===== src/rtl/sgt_pkg.sv =====
package sgt_pkg;

   // Table geometry.
   localparam int SESSION_COUNT = 1024;
   localparam int SESSION_W     = (SESSION_COUNT > 1) ? $clog2(SESSION_COUNT) : 1;

   // Field widths.
   localparam int ID_W  = 10;
   localparam int SEQ_W = 32;
   localparam int LEN_W = 16;
   localparam int CNT_W = 64;

   // Sessions at or above this limit leave the table untouched.
   localparam logic [ID_W:0] SESSION_LIMIT = (ID_W + 1)'(SESSION_COUNT);

   // Stream widths, padded to whole bytes.
   localparam int REQ_BITS    = ID_W + SEQ_W + LEN_W;
   localparam int REQ_TDATA_W = ((REQ_BITS + 7) / 8) * 8;
   localparam int RSP_BITS    = ID_W + SEQ_W + 4 * CNT_W;
   localparam int RSP_TDATA_W = ((RSP_BITS + 7) / 8) * 8;

   // One table entry.
   typedef struct packed {
      logic [SEQ_W-1:0] last_seq;
      logic [CNT_W-1:0] packets;
      logic [CNT_W-1:0] bytes;
      logic [CNT_W-1:0] gaps;
      logic [CNT_W-1:0] drops;
   } entry_type;

   // Controller to datapath.
   typedef struct packed {
      logic clear_wr;
      logic capture;
      logic calc;
      logic commit;
   } ctl_cmd_type;

   // Datapath to controller.
   typedef struct packed {
      logic clear_last;
      logic out_free;
   } dp_sts_type;

endpackage


===== src/rtl/sgt_ctrl.sv =====
module sgt_ctrl (
   input  logic               clock,
   input  logic               reset,
   input  logic               req_tvalid,
   output logic               req_tready,
   input  sgt_pkg::dp_sts_type sts,
   output sgt_pkg::ctl_cmd_type cmd
);
   import sgt_pkg::*;

   localparam logic [1:0] ST_CLEAR = 2'd0;
   localparam logic [1:0] ST_IDLE  = 2'd1;
   localparam logic [1:0] ST_CALC  = 2'd2;
   localparam logic [1:0] ST_WRITE = 2'd3;

   logic [1:0] state_ff;
   logic [1:0] state_in;

   always_comb begin
      state_in     = state_ff;
      cmd          = '0;
      req_tready   = 1'b0;
      case (state_ff)
         ST_CLEAR: begin
            cmd.clear_wr = 1'b1;
            if (sts.clear_last) begin
               state_in = ST_IDLE;
            end
         end
         ST_IDLE: begin
            req_tready  = 1'b1;
            cmd.capture = req_tvalid;
            if (req_tvalid) begin
               state_in = ST_CALC;
            end
         end
         ST_CALC: begin
            cmd.calc = 1'b1;
            state_in = ST_WRITE;
         end
         ST_WRITE: begin
            // Hold here until the result register can take the new beat.
            if (sts.out_free) begin
               cmd.commit = 1'b1;
               state_in   = ST_IDLE;
            end
         end
         default: begin
            state_in = ST_CLEAR;
         end
      endcase
   end

   always_ff @(posedge clock) begin
      if (reset) begin
         state_ff <= ST_CLEAR;
      end else begin
         state_ff <= state_in;
      end
   end

endmodule


===== config.mk =====
export PLATFORM = sky130hd
export DESIGN_NAME = sgt_ctrl
export DESIGN_NICKNAME = d
export VERILOG_FILES = /design/src/rtl/sgt_pkg.sv /design/src/rtl/sgt_ctrl.sv
export SDC_FILE = /design/constraint.sdc
export NUM_CORES = 1
export LEC_CHECK = 0
export BUFFER_PORTS_ARGS = -buffer_cell sky130_fd_sc_hd__buf_2
export CAP_MARGIN = 30
export CORE_AREA = 2 2 39 41
export CTS_CLUSTER_DIAMETER = 50
export DETAILED_ROUTE_END_ITERATION = 7
export DIE_AREA = 0 0 41 43
export REMOVE_ABC_BUFFERS = 1
export SYNTH_ARGS = -nofsm -noshare
export SYNTH_HDL_FRONTEND = slang
export SYNTH_SLANG_ARGS = --single-unit
export TNS_END_PERCENT = 10

===== constraint.sdc =====
create_clock -name clock -period 3.1 [get_ports clock]
set_input_delay 0.465 -clock clock [delete_from_list [all_inputs] [get_ports clock]]
set_output_delay 0.465 -clock clock [all_outputs]
set_load 0.05 [all_outputs]

After elaboration in Yosys (flattened, before gate mapping)

Index checks and enable logic that the tools add are counted.

Bits in registers: 2
Bits in latches: 0
Bits in writable memories: 0
Bits in read-only memories: 0
Input bits: 5
Output and inout port bits: 5
Word-level logic and storage cells: 19
Memories kept: 0

Add/subtract/negate cells: 0
Multipliers: 0
Divide/modulo/power cells: 0
$lt $le $gt $ge: 0
Equality and inequality tests: 6
Shift-type cells: 0
Muxes and demuxes: 10
Bitwise operators: 0
Reduce and logical (&&, ||, !) cells: 2

Operators with widths:

| kind               | number |
|---|---|
| $pmux 2 s4         | 1 |
| $mux 1             | 6 |
| $mux 2             | 3 |
| $ne 2x2->1 const B | 3 |
| $eq 2x2->1 const B | 2 |
| $reduce_and 3->1   | 1 |
| $eq 2x1->1 const B | 1 |
| $logic_not 2->1    | 1 |

Logic depth before layout (Yosys ltp)

Word-level depth: 3
Mapped depth: 4
Depth with buffers taken out: 4

Worst setup path after synthesis

Ideal clock, no wire load.

Kind: register to register
Start: register state_ff[0]
End: register state_ff[0]
Setup time: 123 ps
Data arrival time: 1650 ps
Data required time: 2977 ps
Setup slack: 1327 ps
Cell stages (with the launch flop): 5
Path buffers: 0
Clock period less this slack: 1773 ps
Cells stage by stage: dfxtp_1 inv_1 ha_1 a222oi_1 mux2_1

Cells in the longest elaborated chain, start to end: 3
Elaborated cells on any way between the ends: 9
Classes of those cells: eq/ne: 6; mux: 1; reduce/logical: 2

Ends and longest elaborated chain:

| what                                     | line           | RTL |
|---|---|---|
| start: declaration                       | sgt_ctrl.sv:16 | `logic [1:0] state_ff;` |
| start signal: assignment                 | sgt_ctrl.sv:58 | `state_ff <= state_in;` |
| $eq 2x2->1, or another cell as far along | sgt_ctrl.sv:23 | `case (state_ff)` |
| $ne 2x2->1 (no line)                     | --             |  |
| $reduce_and 3->1 (no line)               | --             |  |

Parallel ways exist; a longest one is shown, timed or not.
A chain may end at the register's enable or synchronous reset.

==> qor.yml <==
outcome:
  outcome: "completed"
power_and_ir_drop:
  clkPwrFrac: 0.228
  switching_share: 0.515
  ir_worst_vdd_mv: 0.176
  p_sw_uw: 129
  leakage_nw: 0.151
  combPwrFrac: 0.596
  p_total_uw: 249
  p_seq_frac: 0.177
  p_int_uw: 121
  powerDensity_nw_per_um2: 906
critical_path:
  cp-end-kind: "output pin"
  crit_chain: "inv_1 > ha_1 > and2_2 > buf_2"
  r2r_start: "state_ff[0]$_SDFFE_PP0P_"
  critPathCapture: "cmd[2]"
  required_ns: 2.63
  crit_start: "state_ff[1]$_SDFFE_PP0P_"
  path_class: "register to output pin"
  worstReg2RegEnd: "state_ff[0]$_SDFFE_PP0P_"
  cp.arrival_ns: 1.25
  worstSetupStartpointType: "register"
  critPathBufInv: 2
  max_stage_delay_ns: 0.36
  regToRegSetupSlack_ns: 1.45
  crit_family: "flip-flops"
  r2r_cells: 4
  crit_cells: 4
  cp_slowest_cell: "dfxtp_1"
  cp_max_fo: 4
yosys:
  synth.ff_latch_count: 2
  synth.distinct_cells: 11
  avgSynthCellArea_um2: 8.94
  synth_ff_type: "dfxtp_1"
  synth_largest_area_cell: "ha_1"
  ys_warn_count: 0
  synth_edf_count: 0
  yosys.area.top_type_share: 0.333
  synthTopCellsByCount: "5 x ha_1, 4 x inv_1, 2 x dfxtp_1, 2 x nand2b_1, 2 x nor2_1"
  yosysSeqAreaShare: 0.213
  synth.area.top_cells: "ha_1 33%, dfxtp_1 21%, inv_1 8.0%, nand2b_1 6.7%, mux2_1 6.0%"
  synth.most_common_cell: "ha_1"
  async_flop_share: 0
  synth_cells: 21
  synth.cell_area_um2: 188
sta:
  finalMaxSlewViolations: 0
  tightest_slew_ns: 0.485
  finalCritPeriodShare: 0.552
  min_period_ns: 1.71
  max_clock_freq_ghz: 0.585
  fin_skew_ns: 0.00265
  hold_viol: 0
  setup_violations: 0
  worst_slack_ns: 1.39
  rsz0062_at_grt: "false"
  finalSetupTns_ns: 0
  max_slew_margin: 0.677
  holdWs_ns: 0.510
clocking:
  clk_pin_slew_ns: 0.03
  cts_resized: 0
  clock-sinks: 2
  tritoncts: "built"
  cts_htree_levels: 1
  ctsRootBufferMaster: "clkbuf_4"
  clock_latency_ns: 0.22
  cts_buffers: 3
  cts_hold_buffers: 0
  cts_buffer_depth: 2
  cts_setup_buffers: 0
floorplanning:
  die_h_um: 43
  die_area_um2: 1760
  start_util: 0.136
  io_pins: 10
  core-area_um2: 1380
  die_w_um: 41
  core.rowCount: 14
grt:
  antenna_found_initial: 0
  grt_max_degree: 5
  grt_usage: 0.0471
  overflow: 0
  grt_pass1_wl_um: 496
  grt_pass1_vias: 152
drt:
  wire_per_inst_um: 7.33
  vias: 175
  wl_um: 359
  first_iter_violations: 6
  detail-route-antenna-nets: 0
  avgViaCountPerCell: 3.57
  firstDrtPassIters: 5
  drc: 0
min_path:
  min_path_type: "register to register"
place:
  pre_cts_ws_ns: 1.43
  place_congestion: 0.532
  portBuffers: 9
finish:
  num_antenna_cells: 0
  fill_cells: 158
  reg_top3: "state_ff: 2 flops"
  largest_register_ffs: 2
  post_route_cells_drive_above_1_share: 0.424
  fin_nets: 45
  max_flop_register: "state_ff"
  syn2layout_area_growth_pct: 46.7
run:
  cap_violations: 0
-- cell type report --
type                    instances  area, um2  area share
multi-input cells              14        128       0.464
repair buffers                  9       45.0       0.164
flip-flops and latches          2       40.0       0.145
clock buffers                   3       22.5      0.0818
inverters                       5       20.0      0.0727
well taps                      16       20.0      0.0727
-- power groups by stage --
stage                     Clock, mW  Sequential, mW  Combinational (mW)
after floorplan                   0          0.0427               0.128
after global placement            0          0.0444               0.149
after detailed placement          0          0.0449               0.150
after CTS                    0.0621          0.0444               0.150
after global routing         0.0622          0.0453               0.165
final                        0.0568          0.0441               0.149
-- per-layer routing --
layer  track usage  part of all wire  vias to the layer above
met1        0.0447              0.39                       76
met5             0                 0                        -
met2        0.0656              0.47                        9
met4        0.0600                 0                        0
met3        0.0157              0.14                        0
li1              -                 -                       90
-- per-stage QoR --
step,util,cells,instance area [um2]
3_5_place_dp,0.183,46,253
2_1_floorplan,-,21,188
5_1_grt,0.199,49,275
3_3_place_gp,0.183,46,253
6_report,0.199,49,275
4_1_cts,0.199,49,275
-- placed cells by master, fill, tap and decap left out, drive strengths merged --
| cell type | count |
|---|---|
| clkinvlp | 1 |
| and2 | 2 |
| a222oi | 1 |
| mux2 | 1 |
| nand2b | 2 |
| dfxtp | 2 |
| inv | 4 |
| buf | 9 |
| nor2 | 2 |
| clkbuf | 3 |
| ha | 5 |
| mux2i | 1 |
-- worst min-delay path by stage --
| stage | startpoint | to | cells past startpoint |
|---|---|---|---|
| after floorplan | state_ff[1]$_SDFFE_PP0P_ | state_ff[1]$_SDFFE_PP0P_ | 2 |
| after global placement | state_ff[1]$_SDFFE_PP0P_ | state_ff[1]$_SDFFE_PP0P_ | 2 |
| after detailed placement | state_ff[1]$_SDFFE_PP0P_ | state_ff[1]$_SDFFE_PP0P_ | 2 |
| after CTS | state_ff[1]$_SDFFE_PP0P_ | state_ff[1]$_SDFFE_PP0P_ | 2 |
| after global routing | state_ff[1]$_SDFFE_PP0P_ | state_ff[1]$_SDFFE_PP0P_ | 2 |
| final | state_ff[1]$_SDFFE_PP0P_ | state_ff[1]$_SDFFE_PP0P_ | 2 |
-- logic make-up after synthesis --
| family | share of synthesized area |
|---|---|
| buf+inv | 0.107 |
| flops | 0.213 |
| mux | 0.113 |
| compound gates | 0.0533 |
| simple gates | 0.180 |
| fa+ha+maj | 0.333 |
-- worst register-to-register path, cell delays in order, from the launching register on --
cell,delay (ns)
dfxtp_1,0.37
inv_1,0.10
ha_1,0.21
a222oi_1,0.47
mux2_1,0.37
Note: power is estimated with default switching activity, not from simulation.
